`src/rtl/core/llm_pkg.sv`:
```
// llm_pkg: operation and status codes and the store control bundle
// for the indexed linked list manager; no dependencies
`default_nettype none

package llm_pkg;

    // request operation codes
    localparam logic OP_ADD    = 1'b0;
    localparam logic OP_REMOVE = 1'b1;

    // result status codes
    typedef enum logic [1:0] {
        ST_DONE      = 2'd0,
        ST_PLACED    = 2'd1,
        ST_UNPLACED  = 2'd2,
        ST_NOT_FOUND = 2'd3
    } status_t;

    // store access strobes driven by the sequencer
    typedef struct packed {
        logic head_rd;
        logic head_we;
        logic next_rd;
        logic next_we;
        logic placed_set;
        logic placed_clr;
    } mem_ctl_t;

endpackage

`default_nettype wire

```
`src/rtl/core/llm_store.sv`:
```
// llm_store: list head memory with valid bits, next link memory and placed flags
// depends on llm_pkg
`default_nettype none

module llm_store #(
    parameter int ENTITIES = 64,
    parameter int IW       = 6,
    parameter int PW       = 7
) (
    input  wire                  clk,
    input  wire                  rst_n,
    input  wire llm_pkg::mem_ctl_t ctl,
    input  wire  [IW-1:0]        head_addr,
    input  wire  [PW-1:0]        head_wdata,
    output logic [PW-1:0]        head_rdata,
    input  wire  [IW-1:0]        next_raddr,
    input  wire  [IW-1:0]        next_waddr,
    input  wire  [PW-1:0]        next_wdata,
    output logic [PW-1:0]        next_rdata,
    input  wire  [IW-1:0]        ent_addr,
    output logic                 placed
);
    import llm_pkg::*;

    logic [PW-1:0]       head_mem [ENTITIES];
    logic [PW-1:0]       next_mem [ENTITIES];
    logic [ENTITIES-1:0] head_valid_reg;
    logic [ENTITIES-1:0] placed_reg;
    logic [PW-1:0]       head_q_reg;
    logic                head_vq_reg;
    logic [PW-1:0]       next_q_reg;

    // head memory, registered read
    always_ff @(posedge clk)
    begin
        if (ctl.head_we)
        begin
            head_mem[head_addr] <= head_wdata;
        end
        if (ctl.head_rd)
        begin
            head_q_reg <= head_mem[head_addr];
        end
    end

    // next link memory, one write and one registered read port
    always_ff @(posedge clk)
    begin
        if (ctl.next_we)
        begin
            next_mem[next_waddr] <= next_wdata;
        end
        if (ctl.next_rd)
        begin
            next_q_reg <= next_mem[next_raddr];
        end
    end

    // head valid bits and placed flags, cleared at reset
    always_ff @(posedge clk or negedge rst_n)
    begin
        if (!rst_n)
        begin
            head_valid_reg <= '0;
            placed_reg     <= '0;
            head_vq_reg    <= 1'b0;
        end
        else
        begin
            if (ctl.head_we)
            begin
                head_valid_reg[head_addr] <= 1'b1;
            end
            if (ctl.head_rd)
            begin
                head_vq_reg <= head_valid_reg[head_addr];
            end
            if (ctl.placed_set)
            begin
                placed_reg[ent_addr] <= 1'b1;
            end
            else if (ctl.placed_clr)
            begin
                placed_reg[ent_addr] <= 1'b0;
            end
        end
    end

    // a head never written reads as the empty list mark
    assign head_rdata = head_vq_reg ? head_q_reg : PW'(ENTITIES);
    assign next_rdata = next_q_reg;
    assign placed     = placed_reg[ent_addr];

endmodule

`default_nettype wire

```
`src/rtl/core/indexed_linked_list_manager.sv`:
```
// Indexed linked list manager: add pushes an entity on a container list, remove
// walks the list one link per next-memory read. Add runs through check and head
// steps; remove through check, head, a walk and next pair per link visited, unlink
// and clear, paced by the single registered read port of the next link memory.
// One request at a time. Reset clears head valid bits and placed flags at once;
// no clearing pass. Result strobe done lasts one cycle; the receiver cannot stall.
`default_nettype none

module indexed_linked_list_manager #(
    parameter int ENTITIES = 64
) (
    input  wire        clk,
    input  wire        rst_n,
    input  wire        start,
    output logic       busy,
    input  wire        operation,
    input  wire  [5:0] container_id,
    input  wire  [5:0] entity_id,
    output logic       done,
    output logic [1:0] status
);
    import llm_pkg::*;

    localparam int IW = (ENTITIES > 1) ? $clog2(ENTITIES) : 1;
    localparam int PW = $clog2(ENTITIES + 1);

    typedef enum logic [2:0] {
        S_IDLE,
        S_CHECK,
        S_HEAD,
        S_WALK,
        S_NEXT,
        S_UNLINK,
        S_CLEAR
    } state_t;

    state_t        state_reg;
    logic          op_reg;
    logic [5:0]    cont_reg;
    logic [5:0]    ent_reg;
    logic [PW-1:0] cur_reg;
    logic [PW-1:0] prev_reg;
    logic [PW-1:0] nxt_reg;
    logic [PW-1:0] steps_reg;
    logic          has_prev_reg;
    logic          done_reg;
    status_t       status_reg;

    mem_ctl_t      ctl;
    logic [IW-1:0] cont_idx;
    logic [IW-1:0] ent_idx;
    logic [PW-1:0] head_wdata;
    logic [PW-1:0] head_rdata;
    logic [IW-1:0] next_waddr;
    logic [PW-1:0] next_wdata;
    logic [PW-1:0] next_rdata;
    logic          placed;
    logic          ids_ok;
    logic          walk_end;
    logic          cur_hit;

    assign cont_idx = IW'(cont_reg);
    assign ent_idx  = IW'(ent_reg);
    assign ids_ok   = (32'(cont_reg) < ENTITIES) && (32'(ent_reg) < ENTITIES);
    assign walk_end = (steps_reg == PW'(ENTITIES)) || (cur_reg >= PW'(ENTITIES));
    assign cur_hit  = (cur_reg == PW'(ent_idx));

    llm_store #(
        .ENTITIES (ENTITIES),
        .IW       (IW),
        .PW       (PW)
    ) u_store (
        .clk        (clk),
        .rst_n      (rst_n),
        .ctl        (ctl),
        .head_addr  (cont_idx),
        .head_wdata (head_wdata),
        .head_rdata (head_rdata),
        .next_raddr (cur_reg[IW-1:0]),
        .next_waddr (next_waddr),
        .next_wdata (next_wdata),
        .next_rdata (next_rdata),
        .ent_addr   (ent_idx),
        .placed     (placed)
    );

    // store strobes and write data per sequencer step
    always_comb
    begin
        ctl        = '0;
        head_wdata = PW'(ent_idx);
        next_waddr = ent_idx;
        next_wdata = head_rdata;
        unique case (state_reg)
            S_CHECK:
            begin
                ctl.head_rd = ids_ok && (placed == (op_reg == OP_REMOVE));
            end
            S_HEAD:
            begin
                if (op_reg == OP_ADD)
                begin
                    ctl.head_we    = 1'b1;
                    ctl.next_we    = 1'b1;
                    ctl.placed_set = 1'b1;
                end
            end
            S_WALK:
            begin
                ctl.next_rd = !walk_end;
            end
            S_UNLINK:
            begin
                head_wdata = nxt_reg;
                next_waddr = prev_reg[IW-1:0];
                next_wdata = nxt_reg;
                ctl.head_we = !has_prev_reg;
                ctl.next_we = has_prev_reg;
            end
            S_CLEAR:
            begin
                next_wdata     = PW'(ENTITIES);
                ctl.next_we    = 1'b1;
                ctl.placed_clr = 1'b1;
            end
            default:
            begin
            end
        endcase
    end

    // sequencer with registered result
    always_ff @(posedge clk or negedge rst_n)
    begin
        if (!rst_n)
        begin
            state_reg    <= S_IDLE;
            done_reg     <= 1'b0;
            status_reg   <= ST_DONE;
            op_reg       <= OP_ADD;
            cont_reg     <= '0;
            ent_reg      <= '0;
            cur_reg      <= '0;
            prev_reg     <= '0;
            nxt_reg      <= '0;
            steps_reg    <= '0;
            has_prev_reg <= 1'b0;
        end
        else
        begin
            done_reg <= 1'b0;
            unique case (state_reg)
                S_IDLE:
                begin
                    if (start)
                    begin
                        op_reg    <= operation;
                        cont_reg  <= container_id;
                        ent_reg   <= entity_id;
                        state_reg <= S_CHECK;
                    end
                end
                S_CHECK:
                begin
                    if (op_reg == OP_ADD && (!ids_ok || placed))
                    begin
                        status_reg <= ST_PLACED;
                        done_reg   <= 1'b1;
                        state_reg  <= S_IDLE;
                    end
                    else if (op_reg == OP_REMOVE && (!ids_ok || !placed))
                    begin
                        status_reg <= ST_UNPLACED;
                        done_reg   <= 1'b1;
                        state_reg  <= S_IDLE;
                    end
                    else
                    begin
                        state_reg <= S_HEAD;
                    end
                end
                S_HEAD:
                begin
                    if (op_reg == OP_ADD)
                    begin
                        status_reg <= ST_DONE;
                        done_reg   <= 1'b1;
                        state_reg  <= S_IDLE;
                    end
                    else
                    begin
                        cur_reg      <= head_rdata;
                        steps_reg    <= '0;
                        has_prev_reg <= 1'b0;
                        state_reg    <= S_WALK;
                    end
                end
                S_WALK:
                begin
                    if (walk_end)
                    begin
                        status_reg <= ST_NOT_FOUND;
                        done_reg   <= 1'b1;
                        state_reg  <= S_IDLE;
                    end
                    else
                    begin
                        state_reg <= S_NEXT;
                    end
                end
                S_NEXT:
                begin
                    if (cur_hit)
                    begin
                        nxt_reg   <= next_rdata;
                        state_reg <= S_UNLINK;
                    end
                    else
                    begin
                        prev_reg     <= cur_reg;
                        has_prev_reg <= 1'b1;
                        cur_reg      <= next_rdata;
                        steps_reg    <= steps_reg + PW'(1);
                        state_reg    <= S_WALK;
                    end
                end
                S_UNLINK:
                begin
                    state_reg <= S_CLEAR;
                end
                S_CLEAR:
                begin
                    status_reg <= ST_DONE;
                    done_reg   <= 1'b1;
                    state_reg  <= S_IDLE;
                end
                default:
                begin
                    state_reg <= S_IDLE;
                end
            endcase
        end
    end

    assign busy   = (state_reg != S_IDLE);
    assign done   = done_reg;
    assign status = status_reg;

`ifndef SYNTH
    // a transfer moves the sequencer out of idle
    a_start_busy: assert property (@(posedge clk) disable iff (!rst_n)
        (start && !busy) |=> busy)
        else $error("accepted request did not start the sequencer");

    // a result is only produced as the sequencer returns to idle
    a_done_idle: assert property (@(posedge clk) disable iff (!rst_n)
        done |-> (!busy && $past(busy)))
        else $error("result strobe outside the end of a request");

    // the walk never visits more links than there are entities
    a_steps_bound: assert property (@(posedge clk) disable iff (!rst_n)
        steps_reg <= PW'(ENTITIES))
        else $error("list walk ran past its bound");

    // an add never reports a failed walk
    a_add_status: assert property (@(posedge clk) disable iff (!rst_n)
        (done && op_reg == OP_ADD) |-> (status_reg == ST_DONE || status_reg == ST_PLACED))
        else $error("add request gave a remove status");
`endif

endmodule

`default_nettype wire

```
`config.mk`:
```
export PLATFORM = sky130hd
export DESIGN_NAME = indexed_linked_list_manager
export DESIGN_NICKNAME = d
export VERILOG_FILES = /design/src/rtl/core/llm_pkg.sv /design/src/rtl/core/llm_store.sv /design/src/rtl/core/indexed_linked_list_manager.sv
export SDC_FILE = /design/constraint.sdc
export NUM_CORES = 1
export LEC_CHECK = 0
export BUFFER_PORTS_ARGS = -buffer_cell sky130_fd_sc_hd__buf_2
export CAP_MARGIN = 10
export CORE_MARGIN = 2
export CORE_UTILIZATION = 57
export CTS_CLUSTER_SIZE = 8
export DETAILED_ROUTE_END_ITERATION = 16
export GPL_TIMING_DRIVEN = 0
export PLACE_DENSITY_LB_ADDON = 0.08
export SKIP_LAST_GASP = 1
export SYNTH_ARGS = -nofsm -noshare
export SYNTH_HDL_FRONTEND = slang
export SYNTH_SLANG_ARGS = --single-unit
```
`constraint.sdc`:
```
create_clock -name clk -period 4.19 [get_ports clk]
set_clock_uncertainty 0.2 [all_clocks]
set_input_delay 0.838 -clock clk [delete_from_list [all_inputs] [get_ports clk]]
set_output_delay 0.838 -clock clk [all_outputs]
set_load 0.05 [all_outputs]
```
-- Word level (Yosys, flattened, before mapping)
Memories as Yosys holds them, arrays and structs flattened. A register that Yosys moved wholly into a read port is not among the register bits.
Cells that the tools add are included.
- register bits: 176
- bits in latches: 0
- memory bits (writable): 896
- memory bits (read-only): 0
- output and inout port bits: 4
- logic and storage cells: 112
- memories kept: 2
- memories (memory ; words ; width ; rd ports ; clocked after memory_dff ; write ports ; line ; source):
    u_store.head_mem ; 64 ; 7 ; 1 ; 1 ; 1 ; llm_store.sv:25 ; logic [PW-1:0] head_mem [ENTITIES];
    u_store.next_mem ; 64 ; 7 ; 1 ; 1 ; 1 ; llm_store.sv:26 ; logic [PW-1:0] next_mem [ENTITIES];
- add/subtract/negate cells: 1
- multipliers: 0
- divide/modulo/power cells: 0
- order comparisons: 5
- equality and inequality tests: 15
- shift-type cells: 0
- muxes and demuxes: 51
- bitwise logic cells: 6
- reductions and logical operators: 18
- operator list (kind ; number):
    64-bit 2-to-1 mux ; 2
    64-bit OR ; 2
    64-bit bitwise AND ; 1
    64-bit inverter ; 1
    7-bit 2-to-1 mux ; 6
    7-bit case mux with 2 select lines ; 3
    1-bit 2-to-1 mux ; 18
    3-bit case mux with 6 select lines ; 1
    2-bit 2-to-1 mux ; 8
    6-bit by 7-bit less-than comparator with 1-bit output (second input constant) ; 2
    1-bit binary-select mux with 6-bit select ; 2
    1-bit demux with 6-bit select ; 2
    6-bit by 1-bit greater-or-equal comparator with 1-bit output (second input constant) ; 2
    2-bit inequality test (second input constant) ; 5
    3-bit equality test (second input constant) ; 3
    3-bit 2-to-1 mux ; 3
    2-bit case mux with 4 select lines ; 1
    7-bit by 1-bit adder with 7-bit output (second input constant) ; 1
    7-bit by 6-bit equality test with 1-bit output ; 1
    7-bit equality test (second input constant) ; 1
    7-bit greater-or-equal comparator (second input constant) ; 1
    3-bit by 2-bit equality test with 1-bit output (second input constant) ; 2
    6-bit 2-to-1 mux ; 1
    2-bit AND reduction ; 3
    other kinds (16) ; 24

-- Longest topological paths before layout
Gate-level depths: netlist of run 1.
- depth in word-level cells: 8
- mapped depth: 13
- gate-level depth less buffers: 11

-- Cells and area by module
A second synthesis of run 1 with hierarchy kept.
- cell total of the unflattened synthesis: 2528
- area total of the unflattened synthesis: 43930.9 um2
- by module, submodules not included (module ; times used ; cells an instance ; area an instance (um2) ; sequential area each (um2)):
    llm_store ; 1 ; 2276 ; 41437.2 ; 30554.3
    indexed_linked_list_manager ; 1 ; 252 ; 2493.6 ; 1176.1

-- Worst setup path before layout of run 1
Ideal clock, no wire load.
- path kind: reg-to-reg
- start: reg ent_reg[0] (netlist: ent_idx[0])
- end: reg u_store.head_vq_reg
- library setup time: 131 ps
- arrival time: 3649 ps
- data required time: 3859 ps
- path slack: 210 ps
- stages on the path, launching flop included: 13
- path buffers: 2
- cells stage by stage: dfrtp_1 buf_2 clkbuf_1 mux2i_1 nor3_1 a221oi_1 o22ai_1 or4_1 ha_1 nor4bb_1 nand4_1 a211oi_1 a21oi_1
- RTL lines (element ; line ; source):
    from (decl) ; indexed_linked_list_manager.sv:40 ; logic [5:0] ent_reg;
    from (signal assigned) ; indexed_linked_list_manager.sv:159 ; ent_reg <= entity_id;
    to (signal assigned) ; llm_store.sv:76 ; head_vq_reg <= head_valid_reg[head_addr];
    to (decl) ; llm_store.sv:30 ; logic head_vq_reg;

-- Worst setup path in the final report of run 1
- start: reg cont_reg[1] (netlist: cont_idx[1])
- end: mem u_store.head_mem[32][3] (enable)
- RTL lines (element ; line ; source):
    from (decl) ; indexed_linked_list_manager.sv:39 ; logic [5:0] cont_reg;
    from (signal assigned) ; indexed_linked_list_manager.sv:158 ; cont_reg <= container_id;
    to (decl) ; llm_store.sv:25 ;
Straight into the memory's write port.

==> results of run 1 <==
## tightest hold or removal path, cell delays in order
cell	delay [ns]
buf_2	0.07
nand2_1	0.04
o21ai_0	0.06
## timing repair
| item | 4_1_cts | 5_1_grt |
|---|---|---|
| gates cloned | 0 | 0 |
| gates resized for setup | 9 | 39 |
| endpoints found under the hold margin | 41 | 0 |
| setup endpoints to repair | 97 | 397 |
| pin swaps | 0 | 0 |
| hold buffers | 1 | 0 |
## power breakdown
group / internal (mW) / switching (mW)
clock: 6.68 / 4.46
sequential: 13.8 / 0.348
combinational: 3.65 / 8.06
total: 24.2 / 12.9
## path summary, 6_finish.rpt
path                                              end  slack [ns]  cells past startpoint
min in group asynchronous  asynchronous set/reset pin        0.55                      2
hold reg to reg            u_store.head_valid_reg[44]        0.27                      1
hold / removal                            cont_idx[0]        0.11                      3
setup / recovery              u_store.head_mem[32][3]       -0.16                      9
max in group asynchronous  u_store.head_valid_reg[23]        2.37                      3
setup reg to reg              u_store.head_mem[32][3]       -0.16                      9
## logic make-up after synthesis
kind of cell / Yosys count / synth area share (%)
flops: 1086 / 72.0
compound gates: 456 / 7.35
simple gates: 446 / 4.56
mux: 373 / 13.8
buf+inv: 192 / 2.08
xor+xnor: 6 / 0.119
fa+ha+maj: 3 / 0.0852
## cell usage after synthesis, drive strengths merged, types with 3 or more instances
master,n,area share (%)
a22oi,40,0.69
o31ai,44,0.75
mux2,114,2.9
and2,11,0.16
or3,5,0.071
a22o,7,0.14
o22ai,25,0.36
inv,9,0.077
nand3b,10,0.17
o21ai,102,1.2
dfrtp,176,10
or4,6,0.10
edfxtp,910,62
ha,3,0.085
o22a,7,0.14
xor2,6,0.12
nor2b,27,0.38
mux4,174,8.9
a221o,10,0.23
nand3,26,0.30
buf,85,1.2
a32o,12,0.27
clkbuf,98,0.84
o211ai,13,0.22
a211oi,10,0.17
o221ai,5,0.099
nor2,184,1.6
and3,6,0.085
o21bai,64,1.1
nand2,132,1.1
nand2b,19,0.27
mux2i,85,1.9
or2,3,0.043
a221oi,66,1.3
a21oi,37,0.42
o2bb2ai,4,0.080
nor3,7,0.080
## final cells by class
type | instances | share of cell area [%]
Antenna cell | 1 | 0.00498
Buffer | 182 | 1.77
Clock buffer | 200 | 8.01
Clock inverter | 14 | 0.595
Inverter | 9 | 0.0672
Multi-Input combinational cell | 1284 | 22.9
Sequential cell | 1086 | 63.1
Tap cell | 1030 | 2.56
Timing Repair Buffer | 38 | 0.936
## metal layers
layer | global-route usage [%] | part of all wire [%] | up-vias
met5 | 0 | 0 | -
met4 | 12.1 | 3.8 | 0
met3 | 8.68 | 12 | 291
met2 | 46.4 | 45 | 1775
met1 | 44.9 | 39 | 13400
li1 | - | - | 10600
## per-stage QoR
stage | cell area, sq um | util [%] | worst slack, ns | power, mW | hold WS, ns
2_1_floorplan | 44000 | - | 0.210 | 20.8 | 0.237
5_1_grt | 50300 | 66.0 | -0.178 | 38.0 | 0.132
3_5_place_dp | 45800 | 60.1 | -0.189 | 25.6 | 0.256
4_1_cts | 50200 | 65.8 | -0.0929 | 36.7 | 0.0786
6_report | 50300 | 66.0 | -0.164 | 37.0 | 0.111
3_3_place_gp | 45400 | 59.6 | -1.87 | 25.2 | 0.252
==> reports/results.txt, run 1 <==
Outcome: complete, but fails checks
Violated checks: negative setup slack
Final Critical Period: 4.35 ns
IO buf count: 19
CP Buf/Inv Count: 6
Detailed Place HPWL: 79700 um
Clk sinks: 1086
Fin worst setup slack: -0.164 ns
R2r startpoint: cont_idx[1]
Drt drc: 0
Critical Path Max Stage Delay: 0.82 ns
Worst slew pin tran: 1.32 ns
Largest net degree at the start of global routing: 104
Die Footprint: 0.0795 sq mm
# fillers: 5138
Reg clk slew, reported paths: 0.05 ns
Postcts setup bufs: 0
#FFs+latches synth: 1086
Sequential area share after synthesis: 72.0%
Critical path cell sequence: buf_6, buf_6, buf_4, buf_2, buf_2, nor2_1, nand2_1, buf_1, nor2_1
HP Class: in2reg
Critical Path Sink Type: register
Peak VDD IR: 0.000511 V
Cell count after synthesis: 2562
Commonest non-fill, non-tap cell in the layout: edfxtp_1
Area Overhead vs Synth: 14.1%
Initial antenna violation count: 2
Yosys warnings: 0
Total power divided by cell area: 737 mW/mm^2
Slowest CP cell: buf_1
WL per Instance: 31.8 um
Final hold vios: 0
Most common flop cell mapped by yosys: edfxtp_1
Max Slew Vio Count: 0
EDFF count, synth: 910
Commonest non-fill, non-tap cells in the layout: edfxtp_1 (910), dfrtp_1 (176), mux4_2 (174)
Total number of vias: 26000
Layout Nets: 2773
Wirelength, routed: 122000 um
Period utilization: 104%
Core Region: 0.0762 sq mm
Max Cap Viol: 0
Unrepaired setup endpoints after global routing: yes
Setup TNS: -20.95 ns
Pre-Repair DR Iteration Count: 6
Worst setup path class: reg2reg
Initial DRC Count: 4036
Grt ovf: 0
Vias in the first global route: 25600
Hold Startpoint: container_id[0]
Via density: 6.77
FMAX: 0.230 GHz
CTS tree: yes
Worst Path Required: 4.34 ns
Pleak: 16.8 nW
FP Rows: 101
Deepest clock path buffer count: 3
Post-synth net total: 2581
H-Tree Depth: 4
Crit-path max FO: 10
Synth cell types: 64
Initial Util: 57.8%
CP Launch Type: register
Post-DRT Antenna Nets: 0
Multi-input logic area: 0.0115 sq mm
Total GRT Usage: 31.4%
Syn_area_per_cell: 17.2 sq um
Slew headroom: 11.5%
Final Non-Filler Cells: 3844
Final RePlAce weighted congestion: 0.943
Post-Place Cells: 3629
Crit path DAT: 4.51 ns
CP startpoint: cont_idx[1]
Total CTS buffers: 153
Layout cell share with drive strength beyond 1: 22.4%
Worst-skew pair later-pin latency: 0.73 ns
Die Span Y: 282 um
CP delay by family, top: buffers and inverters
Async SR Flop Fraction: 16.2%
Die width: 282 um
Num ports: 20
Sequential Area: 0.0317 sq mm
Synth Cell Area: 0.0440 sq mm
Clock Tree Root: clkbuf_16
First-pass GRT wire length: 176000 um
Final setup viols: 205
Power figures use the tool's default switching activity.
==> run 2, diff against run 1 <==
--- a/config.mk
+++ b/config.mk
@@ -5,6 +5,7 @@
 export SDC_FILE = /design/constraint.sdc
 export NUM_CORES = 1
 export LEC_CHECK = 0
+export ABC_AREA = 1
 export BUFFER_PORTS_ARGS = -buffer_cell sky130_fd_sc_hd__buf_2
 export CAP_MARGIN = 10
 export CORE_MARGIN = 2
==> reports/results.txt, run 2 <==
Slew headroom: 13.8%
CTS tree: yes
Deepest clock path buffer count: 3
Final setup viols: 0
Reg2reg path depth: 10
Clk sinks: 1086
Synth cell types: 36
# fillers: 6132
Worst-skew pair later-pin latency: 0.75 ns
Num ports: 20
EDFF count, synth: 910
#FFs+latches synth: 1086
Grt ovf: 0
Postcts setup bufs: 0
Post-Place Cells: 5250
Reg clk slew, reported paths: 0.05 ns
Worst slack at placement: 0.339 ns
Synth Cell Area: 0.0451 sq mm
FP Rows: 103
Total number of vias: 32700
CP Depth: 10
Cell mode on critical path: nand2_1
Drt drc: 0
Max Slew Vio Count: 0
Max Cap Viol: 0
Initial antenna violation count: 1
Post-synth net total: 4174
Pre-Repair DR Iteration Count: 6
P_int: 23.2 mW
Total GRT Usage: 34.4%
Critical Path Sink Type: register
Total CTS buffers: 153
Die Footprint: 0.0815 sq mm
Fin worst setup slack: 0.178 ns
Core Region: 0.0787 sq mm
Hold Crit Depth: 3
Critical Path Max Stage Delay: 1.02 ns
Cell Area, Placed: 0.0473 sq mm
Syn_area_per_cell: 10.9 sq um
Initial DRC Count: 4048
Die width: 285 um
Async SR Flop Fraction: 16.2%
Period utilization: 95.8%
Post-DRT Antenna Nets: 0
Via density: 5.98
Net Sw Frac: 38.0%
CP Buf/Inv Count: 3
CP Launch Type: register
Unrepaired setup endpoints after global routing: no
Cell count after synthesis: 4155
Comb power frac: 32.7%
Finished Cell Area: 0.0516 sq mm
Largest net degree at the start of global routing: 116
Final hold slack: 0.162 ns
Pleak: 19.7 nW
Final hold vios: 0
Crit-path max FO: 10
Worst slew pin tran: 1.29 ns
Clock Tree Root: clkbuf_16
Die Span Y: 285 um
Most instantiated cells after synthesis: nand2_1 (1422), edfxtp_1 (910), nand3_1 (417), a21oi_1 (216), nor2_1 (213)
First-pass GRT wire length: 203000 um
Layout Nets: 4375
Final RePlAce weighted congestion: 0.972
Final Critical Period: 4.01 ns
Final Non-Filler Cells: 5468
Worst setup path class: reg2reg
Area Overhead vs Synth: 14.4%
Commonest non-fill, non-tap cell in the layout: nand2_1
Total power divided by cell area: 724 mW/mm^2
Vias in the first global route: 30700
Count leader, synth: nand2_1
Wirelength, routed: 140000 um
Detailed Place HPWL: 95200 um
Most common flop cell mapped by yosys: edfxtp_1
Outcome: complete, no violations
Dominant cell type by area after synthesis: edfxtp_1
H-Tree Depth: 4
Worst Path Required: 4.44 ns
Critical path cell sequence: inv_1, buf_2, clkbuf_1, a21oi_1, o21ai_0, nand3b_1, nand2_1, nand2_1, nor2_1, nand2_1
Yosys warnings: 0
IO buf count: 19
Initial Util: 57.3%
WL per Instance: 25.5 um
Clock network fraction of design power: 30.1%
Multi-input logic area: 0.0120 sq mm
Psw: 14.2 mW
Slowest CP cell: o21ai_0
Sequential area share after synthesis: 70.3%
Peak VDD IR: 0.000438 V
Layout cell share with drive strength beyond 1: 8.01%
Sequential power share: 37.2%
HP Class: in2reg
Sequential Area: 0.0317 sq mm
Top-area cell type share of the netlist area: 60.5%
FMAX: 0.249 GHz
CP delay by family, top: buffers and inverters
Commonest non-fill, non-tap cells in the layout: nand2_1 (1422), edfxtp_1 (910), nand3_1 (417)
Crit path DAT: 4.27 ns
Synth area leaders: edfxtp_1 (61%), nand2_1 (12%), dfrtp_1 (9.8%)
Setup TNS: 0 ns
==> run 2: layout make-up <==
type                            instances  area share [%]
Tap cell                             1050            2.54
Clock buffer                          200            7.76
Multi-Input combinational cell       2668            23.1
Inverter                              177            1.29
Clock inverter                         16           0.582
Timing Repair Buffer                   46            1.38
Antenna cell                            1         0.00485
Sequential cell                      1086            61.5
Buffer                                224            1.85
==> run 2: logic make-up (layout without fill, tap and decap cells) <==
kind of cell | count (synthesis) | after routing | synth area share [%]
buf+inv | 401 | 663 | 3.59
simple gates | 2158 | 2158 | 19.8
xor+xnor | 9 | 9 | 0.175
fa+ha+maj | 3 | 3 | 0.0832
compound gates | 491 | 491 | 5.86
flops | 1086 | 1086 | 70.3
other cells | 0 | 1 | 0
mux | 7 | 7 | 0.155
==> run 2: through the flow <==
stage	total power [mW]	utilization [%]
final	37.4	65.6
after global routing	38.6	65.6
after CTS	37.1	65.6
after detailed placement	26.0	60.1
after global placement	25.6	59.1
after floorplan	20.4	-
==> run 2: power by group through the flow <==
stage          clock [mW]  sequential, mW  combinational [mW]
2_1_floorplan           0            14.2                6.20
3_3_place_gp            0            14.6                11.0
3_5_place_dp            0            14.1                11.9
4_1_cts              11.3            13.9                11.9
5_1_grt              11.7            13.9                12.9
6_report             11.2            13.9                12.2
==> run 2: worst paths after layout <==
| kind | from | endpoint | slack, ns |
|---|---|---|---|
| min in group asynchronous | rst_n | asynchronous set/reset pin | 0.42 |
| worst max-delay path | cont_idx[1] | u_store.head_q_reg[6] | 0.18 |
| max in group asynchronous | rst_n | u_store.head_valid_reg[31] | 2.31 |
| worst min-delay path | entity_id[1] | ent_idx[1] | 0.16 |
| worst max register to register | cont_idx[1] | u_store.head_q_reg[6] | 0.18 |
| worst min register to register | u_store.head_valid_reg[7] | u_store.head_valid_reg[7] | 0.26 |
==> run 2: repair_timing <==
action	in CTS	in global routing
hold buffers	1	0
endpoints found under the setup margin	0	0
endpoints found under the hold margin	61	0
gates resized for setup	0	0
==> run 2: metal layers <==
metal | vias up | wire, um | global-route usage (%)
met3 | 343 | 13100 | 6.20
met1 | 15900 | 53800 | 45.9
met4 | 2 | 7580 | 17.8
met5 | - | 11 | 0
li1 | 14600 | - | -
met2 | 1841 | 65000 | 54.6
==> run 2: worst register-to-register path, cell delays in order (launching register included) <==
cell,delay (ns)
dfrtp_1,0.51
inv_1,0.29
buf_2,0.38
clkbuf_1,0.61
a21oi_1,0.16
o21ai_0,1.02
nand3b_1,0.20
nand2_1,0.12
nand2_1,0.07
nor2_1,0.08
nand2_1,0.09
